### config.mk
export PLATFORM = sky130hd
export DESIGN_NAME = single_wire_humidity_sensor_reader_flat
export DESIGN_NICKNAME = d
export VERILOG_FILES = /design/src/rtl/swhsr_pkg.sv /design/src/rtl/swhsr_if.sv /design/src/rtl/swhsr_front.sv /design/src/rtl/swhsr_queue.sv /design/src/rtl/swhsr_back.sv /design/src/rtl/single_wire_humidity_sensor_reader.sv /design/src/flat_wrapper.sv
export SDC_FILE = /design/constraint.sdc
export NUM_CORES = 1
export LEC_CHECK = 0
export BUFFER_PORTS_ARGS = -buffer_cell sky130_fd_sc_hd__buf_2
export CAP_MARGIN = 15
export CORE_ASPECT_RATIO = 1.75
export CORE_UTILIZATION = 35
export CTS_BUF_LIST = sky130_fd_sc_hd__clkbuf_16
export DETAILED_ROUTE_END_ITERATION = 8
export PLACE_DENSITY = 0.62
export SLEW_MARGIN = 0
export SYNTH_ARGS = -nofsm -noshare
export SYNTH_HDL_FRONTEND = slang
export SYNTH_SLANG_ARGS = --single-unit
### constraint.sdc
create_clock -name clk -period 5.6 [get_ports clk]
set_input_delay 0.28 -clock clk [delete_from_list [all_inputs] [get_ports clk]]
set_output_delay 0.28 -clock clk [all_outputs]
set_load 0.02 [all_outputs]
### src/rtl/swhsr_pkg.sv
// ----------------------------------------------------------------------------
// swhsr_pkg: shared types and constants
// Command, phase and status codes, the register file layout and the word
// types passed between the front end, the queue and the back end.
// ----------------------------------------------------------------------------
package swhsr_pkg;

  localparam int unsigned NUM_BITS  = 40;
  localparam int unsigned CFG_AW    = 4;
  localparam int unsigned CFG_DW    = 32;

  // command codes on the input channel
  localparam logic [1:0] CMD_TICK   = 2'd0;
  localparam logic [1:0] CMD_START  = 2'd1;
  localparam logic [1:0] CMD_FINISH = 2'd2;

  // register indexes
  localparam logic [1:0] REG_RESP_TO  = 2'd0;
  localparam logic [1:0] REG_LOW_TO   = 2'd1;
  localparam logic [1:0] REG_HIGH_TO  = 2'd2;
  localparam logic [1:0] REG_ONE_THR  = 2'd3;

  // register reset values
  localparam logic [7:0] RESP_TO_RST  = 8'd100;
  localparam logic [7:0] LOW_TO_RST   = 8'd80;
  localparam logic [7:0] HIGH_TO_RST  = 8'd120;
  localparam logic [7:0] ONE_THR_RST  = 8'd45;

  localparam logic [7:0] WAIT_MAX     = 8'd255;
  localparam logic [5:0] LAST_BIT     = 6'(NUM_BITS - 1);

  localparam logic [1:0] STATUS_OK       = 2'd0;
  localparam logic [1:0] STATUS_TIMEOUT  = 2'd1;
  localparam logic [1:0] STATUS_CHECKSUM = 2'd2;

  localparam logic [2:0] STEP_NONE     = 3'd0;
  localparam logic [2:0] STEP_CHECKSUM = 3'd6;

  typedef enum logic [1:0] {
    OP_TICK,
    OP_START,
    OP_FINISH,
    OP_NOP
  } op_t;

  // phase codes double as the failing step of a timeout
  typedef enum logic [2:0] {
    PH_IDLE      = 3'd0,
    PH_RESP_LOW1 = 3'd1,
    PH_RESP_HIGH = 3'd2,
    PH_RESP_LOW2 = 3'd3,
    PH_BIT_RISE  = 3'd4,
    PH_BIT_FALL  = 3'd5
  } phase_t;

  typedef struct packed {
    op_t  op;
    logic line;
  } item_t;

  typedef struct packed {
    logic [7:0] resp_to;
    logic [7:0] low_to;
    logic [7:0] high_to;
    logic [7:0] one_thr;
  } cfg_t;

  typedef struct packed {
    logic        drive_low;
    logic        busy;
    logic        done;
    logic [1:0]  status;
    logic [2:0]  fail_step;
    logic [31:0] reading;
  } result_t;

endpackage

### src/rtl/swhsr_if.sv
// ----------------------------------------------------------------------------
// swhsr channel interfaces
// Valid/ready channels for command words and result words.
// ----------------------------------------------------------------------------
interface swhsr_in_if;
  logic       valid;
  logic       ready;
  logic [1:0] cmd;
  logic       line_level;

  modport source (output valid, output cmd, output line_level, input ready);
  modport sink   (input valid, input cmd, input line_level, output ready);
endinterface

interface swhsr_out_if;
  logic       valid;
  logic       ready;
  logic       drive_low;
  logic       busy_res;
  logic       done_res;
  logic [1:0] status;
  logic [2:0] fail_step;
  logic [7:0] humidity_whole;
  logic [7:0] humidity_tenths;
  logic [7:0] temperature_whole;
  logic [7:0] temperature_tenths;

  modport source (
    output valid, output drive_low, output busy_res, output done_res,
    output status, output fail_step, output humidity_whole,
    output humidity_tenths, output temperature_whole,
    output temperature_tenths, input ready
  );
  modport sink (
    input valid, input drive_low, input busy_res, input done_res,
    input status, input fail_step, input humidity_whole,
    input humidity_tenths, input temperature_whole,
    input temperature_tenths, output ready
  );
endinterface

### src/rtl/swhsr_front.sv
// ----------------------------------------------------------------------------
// swhsr_front: command intake
// Registers each accepted command word and decodes it into an operation.
// ----------------------------------------------------------------------------
module swhsr_front (
  input  logic                 clk,
  input  logic                 rst,
  swhsr_in_if.sink             in_ch,
  output logic                 item_valid,
  input  logic                 item_ready,
  output swhsr_pkg::item_t     item
);

  swhsr_pkg::op_t op_dec;

  always_comb begin
    case (in_ch.cmd)
      swhsr_pkg::CMD_TICK:   op_dec = swhsr_pkg::OP_TICK;
      swhsr_pkg::CMD_START:  op_dec = swhsr_pkg::OP_START;
      swhsr_pkg::CMD_FINISH: op_dec = swhsr_pkg::OP_FINISH;
      default:               op_dec = swhsr_pkg::OP_NOP;
    endcase
  end

  assign in_ch.ready = !item_valid || item_ready;

  always_ff @(posedge clk) begin
    if (rst) begin
      item_valid <= 1'b0;
    end else if (in_ch.ready) begin
      item_valid <= in_ch.valid;
    end
  end

  always_ff @(posedge clk) begin
    if (in_ch.valid && in_ch.ready) begin
      item.op   <= op_dec;
      item.line <= in_ch.line_level;
    end
  end

endmodule

### src/rtl/swhsr_queue.sv
// ----------------------------------------------------------------------------
// swhsr_queue: two-entry word queue
// Decouples the intake from the sequencer so either side can stall.
// ----------------------------------------------------------------------------
module swhsr_queue (
  input  logic             clk,
  input  logic             rst,
  input  logic             in_valid,
  output logic             in_ready,
  input  swhsr_pkg::item_t in_item,
  output logic             out_valid,
  input  logic             out_ready,
  output swhsr_pkg::item_t out_item
);

  swhsr_pkg::item_t mem [2];
  logic       wr_ptr;
  logic       rd_ptr;
  logic [1:0] count;
  logic       push;
  logic       pop;

  assign in_ready  = (count != 2'd2);
  assign out_valid = (count != 2'd0);
  assign push      = in_valid && in_ready;
  assign pop       = out_valid && out_ready;
  assign out_item  = mem[rd_ptr];

  always_ff @(posedge clk) begin
    if (rst) begin
      wr_ptr <= 1'b0;
      rd_ptr <= 1'b0;
      count  <= 2'd0;
    end else begin
      if (push) wr_ptr <= !wr_ptr;
      if (pop)  rd_ptr <= !rd_ptr;
      if (push && !pop) begin
        count <= count + 2'd1;
      end else if (pop && !push) begin
        count <= count - 2'd1;
      end
    end
  end

  always_ff @(posedge clk) begin
    if (push) mem[wr_ptr] <= in_item;
  end

endmodule

### src/rtl/swhsr_back.sv
// ----------------------------------------------------------------------------
// swhsr_back: reception sequencer
// Runs the response and bit timing state machine one word per cycle, unless a
// stalled out_ch holds the result word, and registers the result word for the output channel.
// ----------------------------------------------------------------------------
module swhsr_back (
  input  logic             clk,
  input  logic             rst,
  input  swhsr_pkg::cfg_t  cfg,
  input  logic             item_valid,
  output logic             item_ready,
  input  swhsr_pkg::item_t item,
  swhsr_out_if.source      out_ch
);

  swhsr_pkg::phase_t phase, phase_next;
  logic [7:0]  wait_count, wait_count_next;
  logic [5:0]  bit_index, bit_index_next;
  logic [39:0] shift_bits, shift_bits_next;
  logic [2:0]  fail_step, fail_step_next;
  logic        drive_low, drive_low_next;
  logic [31:0] reading, reading_next;
  logic [1:0]  status, status_next;
  logic        done_next;

  logic        want;
  logic [7:0]  limit;
  logic        match;
  logic        timed_out;
  logic        bit_val;
  logic [39:0] shifted;
  logic [7:0]  sum;

  swhsr_pkg::result_t res;
  logic               res_valid;
  logic               take;

  assign item_ready = !res_valid || out_ch.ready;
  assign take       = item_valid && item_ready;

  always_comb begin
    case (phase)
      swhsr_pkg::PH_RESP_HIGH: begin
        want  = 1'b1;
        limit = cfg.resp_to;
      end
      swhsr_pkg::PH_BIT_RISE: begin
        want  = 1'b1;
        limit = cfg.low_to;
      end
      swhsr_pkg::PH_BIT_FALL: begin
        want  = 1'b0;
        limit = cfg.high_to;
      end
      default: begin
        want  = 1'b0;
        limit = cfg.resp_to;
      end
    endcase
  end

  assign match     = (item.line == want);
  assign timed_out = !match && (wait_count >= limit);
  // pulse width is wait_count + 1, so width > threshold means wait_count >= threshold
  assign bit_val   = (wait_count >= cfg.one_thr);
  assign shifted   = {shift_bits[38:0], bit_val};
  assign sum       = shifted[39:32] + shifted[31:24] + shifted[23:16] + shifted[15:8];

  always_comb begin
    phase_next      = phase;
    wait_count_next = wait_count;
    bit_index_next  = bit_index;
    shift_bits_next = shift_bits;
    fail_step_next  = fail_step;
    drive_low_next  = drive_low;
    reading_next    = reading;
    status_next     = status;
    done_next       = 1'b0;
    case (item.op)
      swhsr_pkg::OP_START: begin
        fail_step_next  = swhsr_pkg::STEP_NONE;
        drive_low_next  = 1'b1;
        phase_next      = swhsr_pkg::PH_IDLE;
        wait_count_next = 8'd0;
      end
      swhsr_pkg::OP_FINISH: begin
        drive_low_next  = 1'b0;
        phase_next      = swhsr_pkg::PH_RESP_LOW1;
        wait_count_next = 8'd0;
        bit_index_next  = 6'd0;
        shift_bits_next = 40'd0;
      end
      swhsr_pkg::OP_TICK: begin
        if (phase != swhsr_pkg::PH_IDLE) begin
          if (match) begin
            wait_count_next = 8'd0;
            case (phase)
              swhsr_pkg::PH_RESP_LOW1: phase_next = swhsr_pkg::PH_RESP_HIGH;
              swhsr_pkg::PH_RESP_HIGH: phase_next = swhsr_pkg::PH_RESP_LOW2;
              swhsr_pkg::PH_RESP_LOW2: phase_next = swhsr_pkg::PH_BIT_RISE;
              swhsr_pkg::PH_BIT_RISE:  phase_next = swhsr_pkg::PH_BIT_FALL;
              swhsr_pkg::PH_BIT_FALL: begin
                shift_bits_next = shifted;
                bit_index_next  = bit_index + 6'd1;
                if (bit_index == swhsr_pkg::LAST_BIT) begin
                  phase_next = swhsr_pkg::PH_IDLE;
                  done_next  = 1'b1;
                  if (sum == shifted[7:0]) begin
                    reading_next   = shifted[39:8];
                    status_next    = swhsr_pkg::STATUS_OK;
                    fail_step_next = swhsr_pkg::STEP_NONE;
                  end else begin
                    status_next    = swhsr_pkg::STATUS_CHECKSUM;
                    fail_step_next = swhsr_pkg::STEP_CHECKSUM;
                  end
                end else begin
                  phase_next = swhsr_pkg::PH_BIT_RISE;
                end
              end
              default: phase_next = swhsr_pkg::PH_IDLE;
            endcase
          end else if (timed_out) begin
            // the phase code is the failing step
            phase_next      = swhsr_pkg::PH_IDLE;
            wait_count_next = 8'd0;
            status_next     = swhsr_pkg::STATUS_TIMEOUT;
            fail_step_next  = 3'(phase);
            done_next       = 1'b1;
          end else if (wait_count != swhsr_pkg::WAIT_MAX) begin
            wait_count_next = wait_count + 8'd1;
          end
        end
      end
      default: ;
    endcase
  end

  always_ff @(posedge clk) begin
    if (rst) begin
      phase      <= swhsr_pkg::PH_IDLE;
      wait_count <= 8'd0;
      bit_index  <= 6'd0;
      shift_bits <= 40'd0;
      fail_step  <= swhsr_pkg::STEP_NONE;
      drive_low  <= 1'b0;
      reading    <= 32'd0;
      status     <= swhsr_pkg::STATUS_OK;
    end else if (take) begin
      phase      <= phase_next;
      wait_count <= wait_count_next;
      bit_index  <= bit_index_next;
      shift_bits <= shift_bits_next;
      fail_step  <= fail_step_next;
      drive_low  <= drive_low_next;
      reading    <= reading_next;
      status     <= status_next;
    end
  end

  always_ff @(posedge clk) begin
    if (rst) begin
      res_valid <= 1'b0;
    end else if (item_ready) begin
      res_valid <= item_valid;
    end
  end

  always_ff @(posedge clk) begin
    if (take) begin
      res.drive_low <= drive_low_next;
      res.busy      <= (phase_next != swhsr_pkg::PH_IDLE);
      res.done      <= done_next;
      res.status    <= status_next;
      res.fail_step <= fail_step_next;
      res.reading   <= reading_next;
    end
  end

  assign out_ch.valid              = res_valid;
  assign out_ch.drive_low          = res.drive_low;
  assign out_ch.busy_res           = res.busy;
  assign out_ch.done_res           = res.done;
  assign out_ch.status             = res.status;
  assign out_ch.fail_step          = res.fail_step;
  assign out_ch.humidity_whole     = res.reading[31:24];
  assign out_ch.humidity_tenths    = res.reading[23:16];
  assign out_ch.temperature_whole  = res.reading[15:8];
  assign out_ch.temperature_tenths = res.reading[7:0];

endmodule

### src/rtl/single_wire_humidity_sensor_reader.sv
// ----------------------------------------------------------------------------
// single_wire_humidity_sensor_reader: single-wire sensor reception engine
// Takes start, finish and sampled-line tick words, times the sensor's
// response and 40 data pulses, checks the byte sum and reports one result
// word per command word.
//
//   channel  dir  handshake       word
//   in_ch    in   valid/ready     cmd, line_level
//   out_ch   out  valid/ready     drive_low .. temperature_tenths
//   apb      in   psel/penable    four 8-bit timing registers at 4*i
//
// One word per cycle sustained while out_ch is ready; each taken command word
// passes the intake register, the queue and the sequencer output register.
// The sequencer's compare, count and shift step sets the rate.
// rst is synchronous; it resets the sequencer, queue, valid flags and timing registers.
// A stalled out_ch holds the result register; the queue and intake register
// absorb up to three more words before in_ch.ready drops.
// ----------------------------------------------------------------------------
module single_wire_humidity_sensor_reader (
  input  logic                             clk,
  input  logic                             rst,
  swhsr_in_if.sink                         in_ch,
  swhsr_out_if.source                      out_ch,
  input  logic                             psel,
  input  logic                             penable,
  input  logic                             pwrite,
  input  logic [swhsr_pkg::CFG_AW-1:0]     paddr,
  input  logic [swhsr_pkg::CFG_DW-1:0]     pwdata,
  output logic [swhsr_pkg::CFG_DW-1:0]     prdata,
  output logic                             pready
);

  swhsr_pkg::cfg_t  cfg;
  swhsr_pkg::item_t f_item;
  swhsr_pkg::item_t q_item;
  logic             f_valid;
  logic             f_ready;
  logic             q_valid;
  logic             q_ready;
  logic [1:0]       reg_sel;
  logic             cfg_wr;
  logic [7:0]       rd_byte;

  assign pready  = 1'b1;
  assign reg_sel = paddr[3:2];
  assign cfg_wr  = psel && penable && pwrite && pready;

  always_ff @(posedge clk) begin
    if (rst) begin
      cfg.resp_to <= swhsr_pkg::RESP_TO_RST;
      cfg.low_to  <= swhsr_pkg::LOW_TO_RST;
      cfg.high_to <= swhsr_pkg::HIGH_TO_RST;
      cfg.one_thr <= swhsr_pkg::ONE_THR_RST;
    end else if (cfg_wr) begin
      case (reg_sel)
        swhsr_pkg::REG_RESP_TO: cfg.resp_to <= pwdata[7:0];
        swhsr_pkg::REG_LOW_TO:  cfg.low_to  <= pwdata[7:0];
        swhsr_pkg::REG_HIGH_TO: cfg.high_to <= pwdata[7:0];
        swhsr_pkg::REG_ONE_THR: cfg.one_thr <= pwdata[7:0];
        default: ;
      endcase
    end
  end

  always_comb begin
    case (reg_sel)
      swhsr_pkg::REG_RESP_TO: rd_byte = cfg.resp_to;
      swhsr_pkg::REG_LOW_TO:  rd_byte = cfg.low_to;
      swhsr_pkg::REG_HIGH_TO: rd_byte = cfg.high_to;
      swhsr_pkg::REG_ONE_THR: rd_byte = cfg.one_thr;
      default:                rd_byte = 8'd0;
    endcase
  end

  assign prdata = {{(swhsr_pkg::CFG_DW - 8){1'b0}}, rd_byte};

  swhsr_front u_front (
    .clk        (clk),
    .rst        (rst),
    .in_ch      (in_ch),
    .item_valid (f_valid),
    .item_ready (f_ready),
    .item       (f_item)
  );

  swhsr_queue u_queue (
    .clk       (clk),
    .rst       (rst),
    .in_valid  (f_valid),
    .in_ready  (f_ready),
    .in_item   (f_item),
    .out_valid (q_valid),
    .out_ready (q_ready),
    .out_item  (q_item)
  );

  swhsr_back u_back (
    .clk        (clk),
    .rst        (rst),
    .cfg        (cfg),
    .item_valid (q_valid),
    .item_ready (q_ready),
    .item       (q_item),
    .out_ch     (out_ch)
  );

endmodule
### src/flat_wrapper.sv
// flat-port wrapper written by rule: the top's interface ports become plain ports
module single_wire_humidity_sensor_reader_flat 
  (clk, rst, psel, penable, pwrite, paddr, pwdata, prdata, pready, in_ch_valid, in_ch_cmd, in_ch_line_level, in_ch_ready, out_ch_valid, out_ch_drive_low, out_ch_busy_res, out_ch_done_res, out_ch_status, out_ch_fail_step, out_ch_humidity_whole, out_ch_humidity_tenths, out_ch_temperature_whole, out_ch_temperature_tenths, out_ch_ready);
  swhsr_in_if in_ch_i ();
  swhsr_out_if out_ch_i ();
  input  logic clk;
  input  logic rst;
  input  logic psel;
  input  logic penable;
  input  logic pwrite;
  input  logic [swhsr_pkg::CFG_AW-1:0] paddr;
  input  logic [swhsr_pkg::CFG_DW-1:0] pwdata;
  output logic [swhsr_pkg::CFG_DW-1:0] prdata;
  output logic pready;
  input wire logic [$bits(in_ch_i.valid)-1:0] in_ch_valid;
  input wire logic [$bits(in_ch_i.cmd)-1:0] in_ch_cmd;
  input wire logic [$bits(in_ch_i.line_level)-1:0] in_ch_line_level;
  output wire logic [$bits(in_ch_i.ready)-1:0] in_ch_ready;
  output wire logic [$bits(out_ch_i.valid)-1:0] out_ch_valid;
  output wire logic [$bits(out_ch_i.drive_low)-1:0] out_ch_drive_low;
  output wire logic [$bits(out_ch_i.busy_res)-1:0] out_ch_busy_res;
  output wire logic [$bits(out_ch_i.done_res)-1:0] out_ch_done_res;
  output wire logic [$bits(out_ch_i.status)-1:0] out_ch_status;
  output wire logic [$bits(out_ch_i.fail_step)-1:0] out_ch_fail_step;
  output wire logic [$bits(out_ch_i.humidity_whole)-1:0] out_ch_humidity_whole;
  output wire logic [$bits(out_ch_i.humidity_tenths)-1:0] out_ch_humidity_tenths;
  output wire logic [$bits(out_ch_i.temperature_whole)-1:0] out_ch_temperature_whole;
  output wire logic [$bits(out_ch_i.temperature_tenths)-1:0] out_ch_temperature_tenths;
  input wire logic [$bits(out_ch_i.ready)-1:0] out_ch_ready;
  assign in_ch_i.valid = in_ch_valid;
  assign in_ch_i.cmd = in_ch_cmd;
  assign in_ch_i.line_level = in_ch_line_level;
  assign in_ch_ready = in_ch_i.ready;
  assign out_ch_valid = out_ch_i.valid;
  assign out_ch_drive_low = out_ch_i.drive_low;
  assign out_ch_busy_res = out_ch_i.busy_res;
  assign out_ch_done_res = out_ch_i.done_res;
  assign out_ch_status = out_ch_i.status;
  assign out_ch_fail_step = out_ch_i.fail_step;
  assign out_ch_humidity_whole = out_ch_i.humidity_whole;
  assign out_ch_humidity_tenths = out_ch_i.humidity_tenths;
  assign out_ch_temperature_whole = out_ch_i.temperature_whole;
  assign out_ch_temperature_tenths = out_ch_i.temperature_tenths;
  assign out_ch_i.ready = out_ch_ready;
  single_wire_humidity_sensor_reader u_core (.clk(clk), .rst(rst), .in_ch(in_ch_i), .out_ch(out_ch_i), .psel(psel), .penable(penable), .pwrite(pwrite), .paddr(paddr), .pwdata(pwdata), .prdata(prdata), .pready(pready));
endmodule
### Word-level counts from Yosys, hierarchy flattened

Memory sizes are Yosys's and may differ from the RTL's. A register that Yosys moved wholly into a read port is not among the register bits.
Cells that the tools add are included.

| word-level totals | value |
|---|---|
| register bits | 175 |
| bits in latches | 0 |
| RAM bits | 6 |
| memory bits (read-only) | 0 |
| input port bits | 46 |
| output and inout port bits | 75 |
| word-level logic and storage cells | 145 |
| memories kept | 1 |

| cells by class | value |
|---|---|
| $add $sub $neg | 7 |
| $mul | 0 |
| divide/modulo/power cells | 0 |
| magnitude comparators | 2 |
| equal/unequal tests | 21 |
| shift operators | 0 |
| multiplexer cells | 54 |
| bitwise operators | 0 |
| reduce and logical (&&, ||, !) cells | 35 |

Memory list:

| memory | depth | bits a word | rd ports | clocked after memory_dff | write ports | line | text |
|---|---|---|---|---|---|---|---|
| u_core.u_queue.mem | 2 | 3 | 1 | 1 | 1 | swhsr_queue.sv:16 | `swhsr_pkg::item_t mem [2];` |

Operator list:

| kind | number |
|---|---|
| 2-to-1 mux 32 bit | 6 |
| 2-to-1 mux 39 bit | 3 |
| case mux 39 bit (2 select lines) | 1 |
| 2-to-1 mux 8 bit | 4 |
| case mux 8 bit (2 select lines) | 2 |
| case mux 8 bit (4 select lines) | 1 |
| 2-to-1 mux 3 bit | 10 |
| adder 8 bit | 3 |
| 2-to-1 mux 2 bit | 9 |
| 2-to-1 mux 6 bit | 3 |
| >= comparator 8 bit | 2 |
| case mux 3 bit (5 select lines) | 1 |
| case mux 6 bit (2 select lines) | 1 |
| AND reduction 2 bit | 5 |
| 2-to-1 mux 1 bit | 9 |
| case mux 3 bit (3 select lines) | 1 |
| adder 8 x 1 -> 8 bit (second input constant) | 1 |
| equality test 2 bit (second input constant) | 4 |
| equality test 8 bit | 1 |
| logical AND 1 bit | 8 |
| != test 8 bit (second input constant) | 1 |
| nonzero test 2 bit | 4 |
| zero test 1 bit | 7 |
| adder 6 x 1 -> 6 bit (second input constant) | 1 |
| 20 further kinds | 31 |

### Longest topological paths before layout

| depth | value |
|---|---|
| word-level depth | 11 |
| gate-level depth with buffers | 13 |
| depth with buffers taken out | 12 |

### Cells and area by module

From an unflattened synthesis, not the netlist that was laid out.

| second synthesis, totals | value |
|---|---|
| cell total of the unflattened synthesis | 922 |
| area, all modules | 9,296.4 µm² |

Modules (own cells, without submodules):

| module | instances | cells an instance | area an instance (µm²) |
|---|---|---|---|
| swhsr_back | 1 | 709 | 6,996.7 |
| single_wire_humidity_sensor_reader | 1 | 170 | 1,702.9 |
| swhsr_queue | 1 | 33 | 444.2 |
| swhsr_front | 1 | 10 | 152.6 |

### Least setup slack after synthesis

OpenSTA, ideal clock, no wires.

| timing path | value |
|---|---|
| kind | register to register |
| start point | reg u_core.u_back.shift_bits[8] |
| end point | reg u_core.u_back.res (netlist bit u_core.u_back.out_ch.humidity_tenths[4]) (data pin) |
| setup time | 0.260 ns |
| arrival time | 3.958 ns |
| setup slack | 1.382 ns |
| stages on the path, launching flop included | 14 |
| path buffers | 1 |
| cell sequence | dfxtp_1 > fa_1 > inv_1 > fa_1 > inv_1 > ha_1 > fa_1 > xor2_1 > a211oi_1 > o311ai_1 > or4b_4 > nor4_4 > buf_4 > mux2_2 |

| between the ends | value |
|---|---|
| word-level cells in the longest chain between the ends | 8 |

Ends and longest elaborated chain:

| what | line | text |
|---|---|---|
| start: declaration | swhsr_back.sv:19 | `logic [39:0] shift_bits, shift_bits_next;` |
| start signal: assignment | swhsr_back.sv:152 | `shift_bits <= shift_bits_next;` |
| adder 8 bit | swhsr_back.sv:67 | `assign sum = shifted[39:32] + shifted[31:24] + shifted[23:16] + shifted[15:8];` |
| equality test 8 bit | swhsr_back.sv:108 | `if (sum == shifted[7:0]) begin` |
| 2-to-1 mux 32 bit | swhsr_back.sv:108 |  |
| 2-to-1 mux 32 bit | swhsr_back.sv:105 | `if (bit_index == swhsr_pkg::LAST_BIT) begin` |
| 2-to-1 mux 32 bit | swhsr_back.sv:97 | `case (phase)` |
| 2-to-1 mux 32 bit | swhsr_back.sv:95 | `if (match) begin` |
| 2-to-1 mux 32 bit | swhsr_back.sv:94 | `if (phase != swhsr_pkg::PH_IDLE) begin` |
| 2-to-1 mux 32 bit | swhsr_back.sv:79 | `case (item.op)` |
| named net u_core.u_back.reading_next[20] | swhsr_back.sv:22 | `logic [31:0] reading, reading_next;` |
| end: declaration | swhsr_back.sv:34 | `swhsr_pkg::result_t res;` |

The timed path passes the listed nets, and every way through them passes these cells.
A chain may end at the register's enable or synchronous reset.

### Final worst setup path

| timing path | value |
|---|---|
| start point | reg u_core.u_back.shift_bits[8] |
| end point | reg u_core.u_back.res (netlist bit u_core.u_back.out_ch.temperature_tenths[7]) (data pin) |

Same word-level chain as after synthesis.

==> metrics.yaml <==
clock_insertion_delay_worst_skew_ns: 0.44
fmaxAchievable_mhz: 218
critical_path.max_stage_delay_ns: 0.60
cts_htree_levels: 4
avgRoutedWirePerCell_um: 16.0
vdd_ir_drop_max_uv: 226
lkg_pwr_nw: 3.96
fill_cells: 2519
min_from: "in_ch_cmd[1]"
portBuffers: 69
final_period_minus_worst_setup_slack_ns: 4.58
cp-startpoint: "u_core.u_back.shift_bits[8]"
track_usage_pct: 15.7
drt_iter0_drc: 362
first_global_vias: 6516
drcViolationCount: 6
failed_checks: "DRC"
crit_path_end_kind: "register"
worst_hold_path_type: "in -> reg"
cts.root.buffer_cell: "clkbuf_16"
timing.rr.start: "u_core.u_back.shift_bits[8]"
power.density_cell_area_nw_per_um2: 338
fin_skew_ns: 0.0133
slew_headroom_pct: 29.4
yosysWarningCount: 0
hold_viol: 0
drv.max_cap_violation_count: 0
syn2layout_area_growth_pct: 11.6
crit_buf_inv: 3
chipWidth_um: 125
grt_max_degree: 92
layout-drive-gt1-share_pct: 16.7
floorplan.initialDensity_pct: 35.7
synth_async_sr_flop_share_pct: 0
globalRoute.totalOverflow: 0
synthesis.instances: 916
num_vias: 6660
post_drt_via_cell_ratio: 5.13
cp-start-kind: "register"
synth-seq-area-share_pct: 44.4
dpl_worst_slack_ns: 0.996
mostFrequentLayoutCells: "dfxtp_1 (133), nor2_1 (100), nand2b_1 (76)"
route.antenna.remaining_nets: 0
placementRows: 78
transition_at_the_pin_with_the_smallest_max_transition_slack_ns: 1.05
antenna_found_initial: 0
cp_data_arrival_time_ns: 4.77
post-cts-setup-buffer-count: 0
postSynthRegisterBits: 182
postSynthAreaPerCell_um2: 10.2
report.final.slew_viol_count: 0
run_status: "finished, violations left"
critical_path.cell_chain: "fa_1 -> inv_1 -> fa_1 -> inv_1 -> ha_1 -> fa_1 -> xor2_1 -> a211oi_1 -> o311ai_1 -> or4b_4 -> nor4_4 -> buf_4 -> mux2_2"
fp.coreArea_um2: 26100
hpwl_um: 14400
fin_setup_tns_ns: 0
die_area_um2: 27300
place_congestion: 0.847
nNetsFinal: 1055
max_root_sink_buffers: 2
synth_edf_count: 49
timing.critical_path.slowest_stage_cell: "or4b_4"
layout_commonest_cell: "dfxtp_1"
cts.sinks: 182
floorplan.die.height_um: 218
most_used_cell_along_the_critical_path: "fa_1"
setup.worst_path.class: "reg -> reg"
synth_area_um2: 9310
cp_max_fo: 32
first_pass_grt_wire_length_um: 33700
io_pins: 121
antenna_cells: 0
report.final.setup_viol: 0
tritoncts: "done"
yosys_most_used_dff: "dfxtp_1"
postLayoutSetupSlackWorst_ns: 1.02
cpLargestDelayFamily: "adder cells"
drt_pass1_iterations: 7
cts_inserted_buffers: 17
grt_setup_unrepaired: "no"
clock_input_transition_at_the_sequential_cells_of_the_worst_setup_and_hold_paths_ns: 0.07
worst-endpoint-required_ns: 5.79
wirelength_um: 20700
post_synth_num_cell_types: 64
min_period_over_period_pct: 81.8
[registers in the layout, indices dropped and copies added, names as in the netlist, 2 cells and up, named ones only]
signal,cells
u_core.u_back.out_ch.temperature_tenths,8
u_core.u_back.out_ch.temperature_whole,8
u_core.cfg,32
u_core.u_back.status,2
u_core.u_back.out_ch.humidity_whole,8
u_core.u_back.shift_bits,39
u_core.u_back.bit_index,6
u_core.u_queue.mem,6
u_core.u_back.out_ch.humidity_tenths,8
u_core.u_back.out_ch.status,2
u_core.u_back.phase,3
u_core.u_front.item,3
u_core.u_back.wait_count,8
u_core.u_back.out_ch.fail_step,3
u_core.u_back.reading,32
u_core.u_queue.count,2
u_core.u_back.fail_step,3
[synthesized netlist by cell type, types with 3 or more instances]
| cell | count | area [um2] |
|---|---|---|
| a22oi_1 | 41 | 308 |
| and3_1 | 6 | 37.5 |
| a41oi_1 | 3 | 26.3 |
| nor2b_1 | 6 | 37.5 |
| xor2_1 | 9 | 78.8 |
| o21ai_0 | 22 | 110 |
| a211o_1 | 10 | 87.6 |
| a21oi_1 | 43 | 215 |
| xnor2_1 | 12 | 105 |
| nand2b_1 | 76 | 475 |
| nand4_1 | 6 | 37.5 |
| edfxtp_1 | 49 | 1470 |
| nor3_1 | 12 | 60.1 |
| ha_1 | 30 | 375 |
| or3_1 | 3 | 18.8 |
| dfxtp_1 | 133 | 2660 |
| nand2_1 | 38 | 143 |
| a311oi_1 | 3 | 26.3 |
| mux2_2 | 34 | 383 |
| mux2i_1 | 60 | 601 |
| fa_1 | 14 | 280 |
| a211oi_1 | 6 | 45.0 |
| buf_4 | 28 | 210 |
| mux4_2 | 8 | 180 |
| nand3b_1 | 8 | 60.1 |
| clkbuf_1 | 43 | 161 |
| nand3_1 | 18 | 90.1 |
| inv_1 | 36 | 135 |
| nor2_1 | 101 | 379 |
| a31oi_1 | 5 | 31.3 |
| buf_6 | 3 | 33.8 |
| a21o_1 | 8 | 60.1 |
[metrics by stage]
| stage | total power, mW | utilization [%] | instances | hold WS, ns | instance area, um2 |
|---|---|---|---|---|---|
| after CTS | 3.56 | 39.9 | 1298 | 0.00406 | 10400 |
| after global placement | 2.41 | 37.7 | 1264 | 0.431 | 9820 |
| after floorplan | 2.15 | - | 939 | 0.379 | 9400 |
| after detailed placement | 2.42 | 37.7 | 1264 | 0.433 | 9820 |
| final | 3.51 | 39.9 | 1298 | 0.0240 | 10400 |
| after global routing | 3.68 | 39.9 | 1298 | 0.00864 | 10400 |
[layer usage]
layer | wire [um] | vias up | global-route usage [%] | share of wire (%)
met5 | 0 | - | 0 | 0
met4 | 593 | 0 | 6.67 | 2.9
met3 | 598 | 35 | 3.12 | 2.9
met2 | 11300 | 123 | 30.1 | 55
met1 | 8220 | 3206 | 16.6 | 40
li1 | - | 3296 | - | -
[worst paths after layout]
path | cells past startpoint | endpoint | slack [ns]
max | 13 | u_core.u_back.out_ch.temperature_tenths[7] | 1.02
min | 1 | u_core.u_front.item[2] | 0.02
min reg2reg | 0 | u_core.u_queue.mem[1][1] | 0.45
max reg2reg | 13 | u_core.u_back.out_ch.temperature_tenths[7] | 1.02
[final cells by class]
type	count	area [um2]	share of cell area, %
Clock buffer	17	425	4.09
Clock inverter	15	120	1.16
Inverter	36	135	1.30
Multi-Input combinational cell	646	4720	45.5
Sequential cell	182	4130	39.8
Tap cell	320	400	3.85
Timing Repair Buffer	82	450	4.34
[repair_timing]
action                                  in CTS  in global routing
hold endpoints to repair                     2                  0
hold buffers                                 2                  0
gates resized for setup                      0                  0
endpoints found under the setup margin       0                  0
[power breakdown]
group          switching (mW)  total [mW]  internal (mW)
registers              0.0754        1.60           1.53
clock network           0.557        1.14          0.581
logic                   0.533       0.765          0.232
[logic make-up (layout without fill, tap and decap cells)]
group	Yosys count	in the layout	share of synthesized area, %
muxes	103	103	12.6
and+or+nand+nor	290	290	16.1
adders and majority gates	44	44	7.04
other	2	25	0.0806
AOI/OAI and AO/OA	162	162	11.7
xor gates and xnor gates	22	22	2.23
DFF	182	182	44.4
buffers and inverters	111	150	5.84
No activity file was read; power rests on OpenSTA's default activity.
